## src/rtl/core/u2u_pkg.sv

```systemverilog
// shared types and constants of the utf-8 to utf-16 transcoder
package u2u_pkg;

    localparam int UNIT_W = 31;
    localparam int BYTE_W = 8;
    localparam int REM_W  = 3;

    localparam logic [15:0]       SURR_HI  = 16'hD800;
    localparam logic [15:0]       SURR_LO  = 16'hDC00;
    localparam logic [19:0]       SUPP_OFF = 20'h10000;
    localparam logic [UNIT_W-1:0] BMP_LAST = 31'h0000FFFF;

    typedef logic [UNIT_W-1:0] t_unit;
    typedef logic [1:0]        t_cnt;

    // words caused by one byte, in order u0, u1, u2
    typedef struct packed {
        t_cnt  n;
        t_unit u0;
        t_unit u1;
        t_unit u2;
    } t_grp;

endpackage

```

## src/rtl/core/u2u_ifs.sv

```systemverilog
// handshake channels of the utf-8 to utf-16 transcoder

interface u2u_byte_if;
    logic       valid;
    logic       ready;
    logic [7:0] in_byte;
    logic       end_of_stream;

    modport source (output valid, output in_byte, output end_of_stream, input ready);
    modport sink (input valid, input in_byte, input end_of_stream, output ready);
endinterface

interface u2u_unit_if;
    logic        valid;
    logic        ready;
    logic [30:0] code_unit;
    logic        last_of_run;

    modport source (output valid, output code_unit, output last_of_run, input ready);
    modport sink (input valid, input code_unit, input last_of_run, output ready);
endinterface

interface u2u_cfg_if;
    logic valid;
    logic ready;
    logic output_utf32;

    modport source (output valid, output output_utf32, input ready);
    modport sink (input valid, input output_utf32, output ready);
endinterface

```

## src/rtl/core/utf8_to_utf16_transcoder.sv

```systemverilog
// top level of the utf-8 to utf-16 / utf-32 transcoder
//
// Takes one utf-8 byte per word on i_in and returns code units on o_out.
// Each accepted byte is held in an input register; once the result
// register can take its words, the decoder combines it with the open
// sequence (partial value, continuation bytes still due) and loads the
// zero to three words it releases into the result register, which hands
// them out one per cycle while o_out is ready, with last_of_run on the
// final word of the byte. A byte that releases at most one word sustains
// one byte per cycle while o_out is ready; a byte releasing two or three
// words (surrogate pair, early end of a sequence, end-of-stream flush)
// holds the input until the result register is down to its last word. Stalls
// on o_out propagate straight back to i_in.ready. output_utf32 is written on
// i_cfg (always ready) and must only change while the block is idle.
module utf8_to_utf16_transcoder (
    input  logic        i_clk,
    input  logic        i_rst_n,
    u2u_cfg_if.sink     i_cfg,
    u2u_byte_if.sink    i_in,
    u2u_unit_if.source  o_out
);
    import u2u_pkg::*;

    // configuration: 0 utf-16 with surrogates, 1 whole code points
    logic r_utf32;

    // input register
    logic              r_in_v;
    logic [BYTE_W-1:0] r_byte;
    logic              r_eos;

    logic can_load;
    logic process;
    t_grp grp;

    assign i_cfg.ready = 1'b1;

    always_ff @(posedge i_clk) begin
        if (!i_rst_n) begin
            r_utf32 <= 1'b0;
        end else if (i_cfg.valid) begin
            r_utf32 <= i_cfg.output_utf32;
        end
    end

    // the held byte is decoded once the result register can take its words
    assign process    = r_in_v && can_load;
    assign i_in.ready = !r_in_v || can_load;

    always_ff @(posedge i_clk) begin
        if (!i_rst_n) begin
            r_in_v <= 1'b0;
        end else if (i_in.ready) begin
            r_in_v <= i_in.valid;
        end
    end

    always_ff @(posedge i_clk) begin
        if (i_in.valid && i_in.ready) begin
            r_byte <= i_in.in_byte;
            r_eos  <= i_in.end_of_stream;
        end
    end

    u2u_decode u_decode (
        .i_clk     (i_clk),
        .i_rst_n   (i_rst_n),
        .i_process (process),
        .i_byte    (r_byte),
        .i_eos     (r_eos),
        .i_utf32   (r_utf32),
        .o_grp     (grp)
    );

    u2u_outq u_outq (
        .i_clk      (i_clk),
        .i_rst_n    (i_rst_n),
        .i_load     (process),
        .i_grp      (grp),
        .o_can_load (can_load),
        .o_out      (o_out)
    );

    // input only backs up behind pending words
    a_stall_has_words : assert property (
        @(posedge i_clk) disable iff (!i_rst_n)
        !i_in.ready |-> (r_in_v && o_out.valid)
    ) else $error("input stalled with no word pending");

    // a byte's words come out without gaps once the first is taken
    a_run_continues : assert property (
        @(posedge i_clk) disable iff (!i_rst_n)
        (o_out.valid && o_out.ready && !o_out.last_of_run) |=> o_out.valid
    ) else $error("word run broken before last_of_run");

    // a held byte that is not decoded stays in the input register
    a_held_byte : assert property (
        @(posedge i_clk) disable iff (!i_rst_n)
        (r_in_v && !process) |=> (r_in_v && $stable(r_byte) && $stable(r_eos))
    ) else $error("undecoded byte lost from input register");

endmodule

```

## src/rtl/core/u2u_decode.sv

```systemverilog
// sequence state and per-byte decode into a group of output words
module u2u_decode (
    input  logic                          i_clk,
    input  logic                          i_rst_n,
    input  logic                          i_process,
    input  logic [u2u_pkg::BYTE_W-1:0]    i_byte,
    input  logic                          i_eos,
    input  logic                          i_utf32,
    output u2u_pkg::t_grp                 o_grp
);
    import u2u_pkg::*;

    t_unit            r_part, n_part;
    logic [REM_W-1:0] r_rem, n_rem;

    logic             cont;
    logic             open;
    t_unit            shifted;
    logic [REM_W-1:0] lead_rem;
    logic [BYTE_W-1:0] lead_pay;
    logic             a_en, b_en;
    t_unit            a_val;
    logic [BYTE_W-1:0] b_val;
    logic             a_big;
    logic [19:0]      d;
    logic [15:0]      hi, lo;
    t_cnt             na;

    assign cont    = (i_byte[7:6] == 2'b10);
    assign open    = (r_rem != '0);
    assign shifted = {r_part[UNIT_W-7:0], i_byte[5:0]};

    always_comb begin
        case (i_byte) inside
            8'b110?????: begin
                lead_rem = 3'd1;
                lead_pay = {3'b000, i_byte[4:0]};
            end
            8'b1110????: begin
                lead_rem = 3'd2;
                lead_pay = {4'b0000, i_byte[3:0]};
            end
            8'b11110???: begin
                lead_rem = 3'd3;
                lead_pay = {5'b00000, i_byte[2:0]};
            end
            8'b111110??: begin
                lead_rem = 3'd4;
                lead_pay = {6'b000000, i_byte[1:0]};
            end
            8'b1111110?: begin
                lead_rem = 3'd5;
                lead_pay = {7'b0000000, i_byte[0]};
            end
            default: begin
                lead_rem = '0;
                lead_pay = '0;
            end
        endcase
    end

    // state update and the two values a byte can release
    always_comb begin
        n_part = r_part;
        n_rem  = r_rem;
        a_en   = 1'b0;
        a_val  = '0;
        b_en   = 1'b0;
        b_val  = '0;
        if (open && cont) begin
            if (r_rem == 3'd1 || i_eos) begin
                a_en   = 1'b1;
                a_val  = shifted;
                n_part = '0;
                n_rem  = '0;
            end else begin
                n_part = shifted;
                n_rem  = r_rem - 3'd1;
            end
        end else begin
            // early end flushes the open value first
            if (open) begin
                a_en  = 1'b1;
                a_val = r_part;
            end
            n_part = '0;
            n_rem  = '0;
            if (lead_rem == '0) begin
                b_en  = 1'b1;
                b_val = i_byte;
            end else if (i_eos) begin
                b_en  = 1'b1;
                b_val = lead_pay;
            end else begin
                n_part = UNIT_W'(lead_pay);
                n_rem  = lead_rem;
            end
        end
    end

    // surrogate split, only the low 20 bits survive the masking
    assign a_big = !i_utf32 && (a_val > BMP_LAST);
    assign d     = a_val[19:0] - SUPP_OFF;
    assign hi    = SURR_HI + {6'd0, d[19:10]};
    assign lo    = SURR_LO + {6'd0, d[9:0]};

    always_comb begin
        o_grp = '0;
        na    = '0;
        if (a_en) begin
            if (a_big) begin
                o_grp.u0 = UNIT_W'(hi);
                o_grp.u1 = UNIT_W'(lo);
                na       = 2'd2;
            end else begin
                o_grp.u0 = a_val;
                na       = 2'd1;
            end
        end
        if (b_en) begin
            case (na)
                2'd0:    o_grp.u0 = UNIT_W'(b_val);
                2'd1:    o_grp.u1 = UNIT_W'(b_val);
                default: o_grp.u2 = UNIT_W'(b_val);
            endcase
        end
        o_grp.n = na + t_cnt'(b_en);
    end

    always_ff @(posedge i_clk) begin
        if (!i_rst_n) begin
            r_part <= '0;
            r_rem  <= '0;
        end else if (i_process) begin
            r_part <= n_part;
            r_rem  <= n_rem;
        end
    end

endmodule

```

## src/rtl/core/u2u_outq.sv

```systemverilog
// result register holding one byte's words, drained one word per cycle while o_out is ready
module u2u_outq (
    input  logic           i_clk,
    input  logic           i_rst_n,
    input  logic           i_load,
    input  u2u_pkg::t_grp  i_grp,
    output logic           o_can_load,
    u2u_unit_if.source     o_out
);
    import u2u_pkg::*;

    t_grp r_grp, n_grp;
    logic pop;

    assign o_out.valid       = (r_grp.n != '0);
    assign o_out.code_unit   = r_grp.u0;
    assign o_out.last_of_run = (r_grp.n == 2'd1);
    assign pop               = o_out.valid && o_out.ready;
    assign o_can_load        = (r_grp.n == '0) || (r_grp.n == 2'd1 && pop);

    always_comb begin
        n_grp = r_grp;
        if (i_load) begin
            n_grp = i_grp;
        end else if (pop) begin
            n_grp.n  = r_grp.n - 2'd1;
            n_grp.u0 = r_grp.u1;
            n_grp.u1 = r_grp.u2;
        end
    end

    always_ff @(posedge i_clk) begin
        if (!i_rst_n) begin
            r_grp.n <= '0;
        end else begin
            r_grp <= n_grp;
        end
    end

endmodule
```

## src/flat_wrapper.sv

```systemverilog
// flat-port wrapper written by rule: the top's interface ports become plain ports
module utf8_to_utf16_transcoder_flat import u2u_pkg::*;
  (i_clk, i_rst_n, i_cfg_valid, i_cfg_output_utf32, i_cfg_ready, i_in_valid, i_in_in_byte, i_in_end_of_stream, i_in_ready, o_out_valid, o_out_code_unit, o_out_last_of_run, o_out_ready);
  u2u_cfg_if i_cfg_i ();
  u2u_byte_if i_in_i ();
  u2u_unit_if o_out_i ();
  input  logic i_clk;
  input  logic i_rst_n;
  input wire logic [$bits(i_cfg_i.valid)-1:0] i_cfg_valid;
  input wire logic [$bits(i_cfg_i.output_utf32)-1:0] i_cfg_output_utf32;
  output wire logic [$bits(i_cfg_i.ready)-1:0] i_cfg_ready;
  input wire logic [$bits(i_in_i.valid)-1:0] i_in_valid;
  input wire logic [$bits(i_in_i.in_byte)-1:0] i_in_in_byte;
  input wire logic [$bits(i_in_i.end_of_stream)-1:0] i_in_end_of_stream;
  output wire logic [$bits(i_in_i.ready)-1:0] i_in_ready;
  output wire logic [$bits(o_out_i.valid)-1:0] o_out_valid;
  output wire logic [$bits(o_out_i.code_unit)-1:0] o_out_code_unit;
  output wire logic [$bits(o_out_i.last_of_run)-1:0] o_out_last_of_run;
  input wire logic [$bits(o_out_i.ready)-1:0] o_out_ready;
  assign i_cfg_i.valid = i_cfg_valid;
  assign i_cfg_i.output_utf32 = i_cfg_output_utf32;
  assign i_cfg_ready = i_cfg_i.ready;
  assign i_in_i.valid = i_in_valid;
  assign i_in_i.in_byte = i_in_in_byte;
  assign i_in_i.end_of_stream = i_in_end_of_stream;
  assign i_in_ready = i_in_i.ready;
  assign o_out_valid = o_out_i.valid;
  assign o_out_code_unit = o_out_i.code_unit;
  assign o_out_last_of_run = o_out_i.last_of_run;
  assign o_out_i.ready = o_out_ready;
  utf8_to_utf16_transcoder u_core (.i_clk(i_clk), .i_rst_n(i_rst_n), .i_cfg(i_cfg_i), .i_in(i_in_i), .o_out(o_out_i));
endmodule
```

## config.mk

```make
export PLATFORM = sky130hd
export DESIGN_NAME = utf8_to_utf16_transcoder_flat
export DESIGN_NICKNAME = d
export VERILOG_FILES = /design/src/rtl/core/u2u_pkg.sv /design/src/rtl/core/u2u_ifs.sv /design/src/rtl/core/utf8_to_utf16_transcoder.sv /design/src/rtl/core/u2u_decode.sv /design/src/rtl/core/u2u_outq.sv /design/src/flat_wrapper.sv
export SDC_FILE = /design/constraint.sdc
export NUM_CORES = 1
export LEC_CHECK = 0
export ABC_AREA = 0
export BUFFER_PORTS_ARGS = -buffer_cell sky130_fd_sc_hd__buf_2
export CAP_MARGIN = 10
export CORE_MARGIN = 10
export CORE_UTILIZATION = 50
export CTS_CLUSTER_DIAMETER = 120
export CTS_CLUSTER_SIZE = 16
export DETAILED_ROUTE_END_ITERATION = 16
export PLACE_DENSITY = 0.67
export SYNTH_ARGS = -nofsm -noshare
export SYNTH_HDL_FRONTEND = slang
export SYNTH_SLANG_ARGS = --single-unit
```

## constraint.sdc

```tcl
create_clock -name i_clk -period 7.6 [get_ports i_clk]
set_input_delay 0.76 -clock i_clk [delete_from_list [all_inputs] [get_ports i_clk]]
set_output_delay 0.76 -clock i_clk [all_outputs]
set_load 0.005 [all_outputs]
```

# After elaboration in Yosys (flattened, before gate mapping)
# Cells that the tools add are included.
[word_totals]
register_bits = 140
in_bits = 15
out_inout_bits = 35
elab_cells = 90
[op_classes]
addsub = 6
n_lt_le_gt_ge = 1
n_eq_ne = 9
mux = 41
bitwise_logic = 1
reduce_logical = 21
[op_table]
columns = ["cell", "count"]
rows = [
  ["$mux W31", 8],
  ["$mux W64", 2],
  ["$mux W93", 1],
  ["$mux W62", 1],
  ["$mux W8", 6],
  ["$add A15 B11 Y16 const A", 2],
  ["$gt A31 B16 Y1 const B", 1],
  ["$mux W3", 10],
  ["$sub A20 B17 Y20 const B", 1],
  ["$mux W16", 1],
  ["$eq A7 B7 Y1 const B", 1],
  ["$mux W1", 7],
  ["$eq A6 B6 Y1 const B", 1],
  ["$logic_and A1 B1 Y1", 6],
  ["$mux W2", 3],
  ["$eq A5 B5 Y1 const B", 1],
  ["$mux W5", 1],
  ["$eq A2 B1 Y1 const B", 2],
  ["$eq A4 B4 Y1 const B", 1],
  ["$logic_not A2 Y1", 2],
  ["$mux W4", 1],
  ["$reduce_and A2 Y1", 2],
  ["$reduce_bool A2 Y1", 2],
  ["$eq A3 B1 Y1 const B", 1],
  ["other kinds (12)", 15],
]

# Logic depth before layout (Yosys ltp)
[logic_depth]
ltp_word = 13
depth_mapped = 15

# By module
# Synthesis repeated with hierarchy kept, for this count alone.
[unflattened]
hier_cells = 636
hier_area_um2 = 7464.7
[by_module_without_submodules]
columns = ["module", "n_inst", "cells_each", "area_each_um2", "seq_area_each_um2"]
rows = [
  ["u2u_outq", 1, 213, 4082.7, 2832.7],
  ["u2u_decode", 1, 403, 2999.1, 680.7],
  ["utf8_to_utf16_transcoder", 1, 20, 382.9, 310.3],
]

# Worst setup path after synthesis
# OpenSTA, ideal clock, no wires.
[synth_timing]
path_kind = "input to register"
from = "input port i_rst_n"
to = "register u_core.u_outq.r_grp (netlist bit u_core.u_outq.o_out.code_unit[0]), enable pin"
setup_time_ns = 0.506
arrival_ns = 4.079
t_required_ns = 7.094
slack_ns = 3.015
cell_stages = 2
path_cell_list = "clkbuf_1 > a21boi_0"
[synth_between]
elab_chain_cells = 1
[synth_rtl]
columns = ["element", "line", "text"]
rows = [
  ["start: declaration", "flat_wrapper.sv:8", "input logic i_rst_n;"],
  ["$reduce_and A2 Y1 (no line)", "-", ""],
  ["end signal: assignment", "u2u_outq.sv:36", "r_grp <= n_grp;"],
  ["end: declaration", "u2u_outq.sv:12", "t_grp r_grp, n_grp;"],
]
# Every way passes these cells.
# A chain may end at the register's enable or synchronous reset.

# Worst setup path after layout
[layout_timing]
from = "register u_core.u_decode.r_rem[0]"
to = "register u_core.u_outq.r_grp[94] (netlist bit)"
[layout_between]
elab_chain_cells = 10
[layout_rtl]
columns = ["element", "line", "text"]
rows = [
  ["start: declaration", "u2u_decode.sv:14", "logic [REM_W-1:0] r_rem, n_rem;"],
  ["start signal: assignment", "u2u_decode.sv:136", "r_rem <= n_rem;"],
  ["$eq A3 B1 Y1", "u2u_decode.sv:71", "if (r_rem == 3'd1 || i_eos) begin"],
  ["$logic_or A1 B1 Y1", "u2u_decode.sv:71", ""],
  ["$mux W31", "u2u_decode.sv:71", ""],
  ["$mux W31", "u2u_decode.sv:70", "if (open && cont) begin"],
  ["$gt A31 B16 Y1", "u2u_decode.sv:102", "assign a_big = !i_utf32 && (a_val > BMP_LAST);"],
  ["$logic_and A1 B1 Y1", "u2u_decode.sv:102", ""],
  ["$mux W2", "u2u_decode.sv:111", "if (a_big) begin"],
  ["$mux W2", "u2u_decode.sv:110", "if (a_en) begin"],
  ["$add A2 B1 Y2 *", "u2u_decode.sv:127", "o_grp.n = na + t_cnt'(b_en);"],
  ["$mux W64 *", "u2u_outq.sv:23", "if (i_load) begin"],
]
# Every way passes the cells marked *; elsewhere a longest branch is shown, timed or not.

==> flow_metrics.py <==
metrics = {
    "run_status": {
        "status": "completed",
    },
    "flow_run": {
        "max_cap_violations": 0,
    },
    "detailed_routing": {
        "vias": 4078,
        "wl_um": 12800,
        "postRouteAntennaNets": 0,
        "first_iter_violations": 445,
        "first_pass_iters": 7,
        "route.detailed.wl_per_inst_um": 19.5,
        "drcViolationCount": 0,
        "vias_per_cell": 6.18,
    },
    "synthesis": {
        "async_flop_share": 0,
        "yosys_warnings": 0,
        "avgSynthCellArea_um2": 9.86,
        "syn_nets": 551,
        "yosys_most_used_dff": "edfxtp_1",
        "syn_area_um2": 5200,
        "synth_cells": 528,
        "ys_seq_area_frac": 0.487,
        "synth_edf_count": 59,
        "yosysUniqueCellTypes": 58,
        "synth-seq-cells": 97,
    },
    "floorplanning": {
        "io_pins": 50,
        "die-area_um2": 14900,
        "die_y_um": 122,
        "start_util": 0.509,
        "coreArea_um2": 10200,
        "fp.dieW_um": 122,
        "num_rows": 37,
    },
    "worst_setup_path": {
        "crit_type": "flop to flop",
        "r2r-start": "u_core.u_decode.r_rem[0]$_SDFFE_PN0P_",
        "start_kind": "flop",
        "r2r_slack_ns": 2.69,
        "path_max_fanout": 33,
        "r2r-end": "u_core.u_outq.r_grp[94]$_SDFFE_PN0N_",
        "required_ns": 7.89,
        "arrival_ns": 5.19,
        "crit_start": "u_core.u_decode.r_rem[0]$_SDFFE_PN0P_",
        "end_kind": "flop",
        "reg2regPathDepth": 13,
    },
    "layout": {
        "stdcell_count": 660,
        "synthToLayoutAreaGrowth_pct": 4.69,
        "nFillCells": 977,
        "antennaDiodeCount": 0,
        "layout.nets": 542,
        "layout-drive-gt1-share": 0.147,
    },
    "clock_network": {
        "cts_resized": 0,
        "cts_buffers": 9,
        "cts_tree": "built",
        "cts_max_level": 3,
        "clkSinkCount": 97,
        "clock_latency_ns": 0.36,
        "cts_root_buffer": "clkbuf_8",
        "max-clock-path-buffers": 2,
        "post_cts_buffers": 0,
        "clkTransAtPathRegs_ns": 0.09,
        "hold_buffers": 0,
    },
    "timing": {
        "rsz0062_at_grt": "no",
        "drv_slew": 0,
        "fin_skew_ns": 0.00763,
        "hold_viol_final": 0,
        "period_share": 0.645,
        "setup_viol": 0,
        "fin_hold_ws_ns": 0.507,
        "fmax_mhz": 204,
        "setup_tns_ns": 0,
        "period_needed_ns": 4.91,
        "fin_ws_ns": 2.69,
        "worstMarginPinSlew_ns": 0.950,
        "maxSlewHeadroom": 0.367,
    },
    "worst_hold_path": {
        "min_path_type": "flop to flop",
        "min-delay-start": "u_core.u_decode.r_rem[1]$_SDFFE_PN0P_",
        "hold_end": "u_core.u_decode.r_rem[1]$_SDFFE_PN0P_",
        "whs_path_depth": 1,
    },
    "global_routing": {
        "grt_overflow_total": 0,
        "grtUsageMet1": 0.243,
        "gr-max-usage-layer": "met2",
        "grt_pass1_wl_um": 20400,
        "grt_max_degree": 66,
        "first_global_vias": 3763,
        "grt_usage": 0.172,
        "antenna_found_initial": 0,
        "gr-usage-met2": 0.259,
        "grt_use_met3": 0.0291,
    },
    "pwr": {
        "internal_power_w": 0.000869,
        "p_sw_w": 0.000393,
        "total_power_w": 0.00126,
        "ir_worst_vdd_uv": 182,
        "clkPwrFrac": 0.257,
        "p_seq_frac": 0.523,
        "p_comb_frac": 0.220,
        "power_density_nw_per_um2": 232,
        "leakage_nw": 1.79,
        "p_sw_frac": 0.311,
    },
    "placed_design": {
        "gp_congestion": 0.900,
        "preCtsSetupSlack_ns": 2.77,
        "dp_hpwl_um": 8930,
        "port_buffers": 48,
        "dp.cells": 644,
    },
}
how the worst max path moves through the flow:
stage | to | slack [ns]
5_1_grt | u_core.u_outq.r_grp[94]$_SDFFE_PN0N_ | 2.24
3_5_place_dp | u_core.u_outq.r_grp[94]$_SDFFE_PN0N_ | 2.77
2_1_floorplan | u_core.u_outq.o_out.code_unit[0]$_DFFE_PP_ | 3.02
4_1_cts | u_core.u_outq.r_grp[94]$_SDFFE_PN0N_ | 2.74
3_3_place_gp | u_core.u_outq.r_grp[94]$_SDFFE_PN0N_ | 3.00
6_report | u_core.u_outq.r_grp[94]$_SDFFE_PN0N_ | 2.69
flip-flops by register name (all words and copies together) (netlist names):
register / count
u_core.r_eos: 1
u_core.u_decode.r_part: 31
u_core.u_outq.o_out.code_unit: 31
u_core.u_decode.r_rem: 3
u_core.r_byte: 8
u_core.r_in_v: 1
u_core.r_utf32: 1
u_core.u_outq.r_grp: 21
stage by stage:
step	cell area, µm²	util
6_report	5450	0.532
5_1_grt	5450	0.532
4_1_cts	5450	0.532
3_5_place_dp	5260	0.514
3_3_place_gp	5260	0.514
2_1_floorplan	5200	-
power by group through the flow:
stage	combinational [W]	clock [W]	sequential, W
CTS	0.000279	0.000329	0.000660
detailed placement	0.000278	0	0.000672
finish	0.000278	0.000324	0.000660
global placement	0.000274	0	0.000670
floorplan	0.000222	0	0.000660
global route	0.000311	0.000351	0.000665
cell type report:
| type | instances | area (µm²) | share of cell area |
|---|---|---|---|
| inverters | 9 | 33.8 | 0.00620 |
| well taps | 136 | 170 | 0.0312 |
| repair buffers | 54 | 285 | 0.0524 |
| clock inverters | 7 | 60.1 | 0.0110 |
| clock buffers | 9 | 124 | 0.0227 |
| flip-flops and latches | 97 | 2530 | 0.465 |
| multi-input cells | 348 | 2240 | 0.412 |
cell families (layout without fill, tap and decap cells):
group,after synthesis,count (layout),synth area share
simple gates,186,186,0.184
compound gates,146,146,0.206
flops,97,97,0.487
buf+inv,83,79,0.0868
fa+ha+maj,8,8,0.0192
mux,4,4,0.0111
xor+xnor,3,3,0.00505
other cells,1,1,0.000721
synthesized netlist by cell type (all sizes together), types with 2 or more instances:
cell / n / area (µm²)
or4: 3 / 22.5
o31ai: 2 / 15.0
o211a: 3 / 30.0
o211ai: 6 / 45.0
a311oi: 2 / 17.5
a221o: 2 / 20.0
clkbuf: 34 / 128
a21boi: 8 / 60.1
a211oi: 8 / 60.1
a22o: 4 / 35.0
a22oi: 51 / 383
nand4: 10 / 62.6
ha: 8 / 100
inv: 8 / 30.0
edfxtp: 59 / 1770
o21ai: 16 / 80.1
a21oi: 17 / 85.1
buf: 40 / 290
nand3: 13 / 65.1
nor4: 6 / 37.5
nand3b: 2 / 15.0
nand2b: 4 / 25.0
a222oi: 2 / 20.0
nor3: 30 / 150
mux2i: 3 / 42.5
xnor2: 2 / 17.5
and2: 7 / 43.8
o311ai: 9 / 78.8
dfxtp: 38 / 761
o2111ai: 7 / 61.3
nand2: 33 / 126
and3: 5 / 31.3
nor2: 34 / 130
or3: 2 / 12.5
nor2b: 35 / 219
metal layers:
metal  vias up  part of all wire
met5         -                 0
met4         0             0.017
met3        18             0.078
met2       164              0.45
met1      1953              0.46
li1       1943                 -
critical path: stages, from the launching register on:
cell      delay [ns]
dfxtp_1         0.38
inv_1           0.08
ha_1            0.21
nand2b_1        0.48
o211a_1         0.89
a22oi_1         0.35
ha_1            0.29
and3_1          0.17
mux2_4          0.37
nor2_2          0.74
nor2_1          0.12
ha_1            0.22
or3_1           0.33
a31oi_1         0.17
cells in the final DEF (no fill, tap or decap), types with 3 or more instances in the layout:
| cell type | count |
|---|---|
| o2111ai_1 | 7 |
| edfxtp_1 | 59 |
| buf_4 | 6 |
| or4_1 | 3 |
| a211oi_1 | 8 |
| clkinv_1 | 4 |
| clkbuf_8 | 9 |
| a22o_1 | 4 |
| nand3_1 | 13 |
| nand2_1 | 32 |
| dfxtp_1 | 38 |
| nand4_1 | 10 |
| buf_2 | 48 |
| o311ai_0 | 4 |
| nor3_1 | 30 |
| nor2_1 | 32 |
| o211a_1 | 3 |
| a21boi_0 | 7 |
| ha_1 | 8 |
| and2_1 | 7 |
| o311ai_1 | 5 |
| inv_1 | 8 |
| and3_1 | 5 |
| nor2b_1 | 34 |
| nand2b_1 | 3 |
| o21ai_0 | 14 |
| nor4_1 | 6 |
| a21oi_1 | 17 |
| a22oi_1 | 51 |
| o211ai_1 | 6 |
Power figures use the tool's default switching activity.
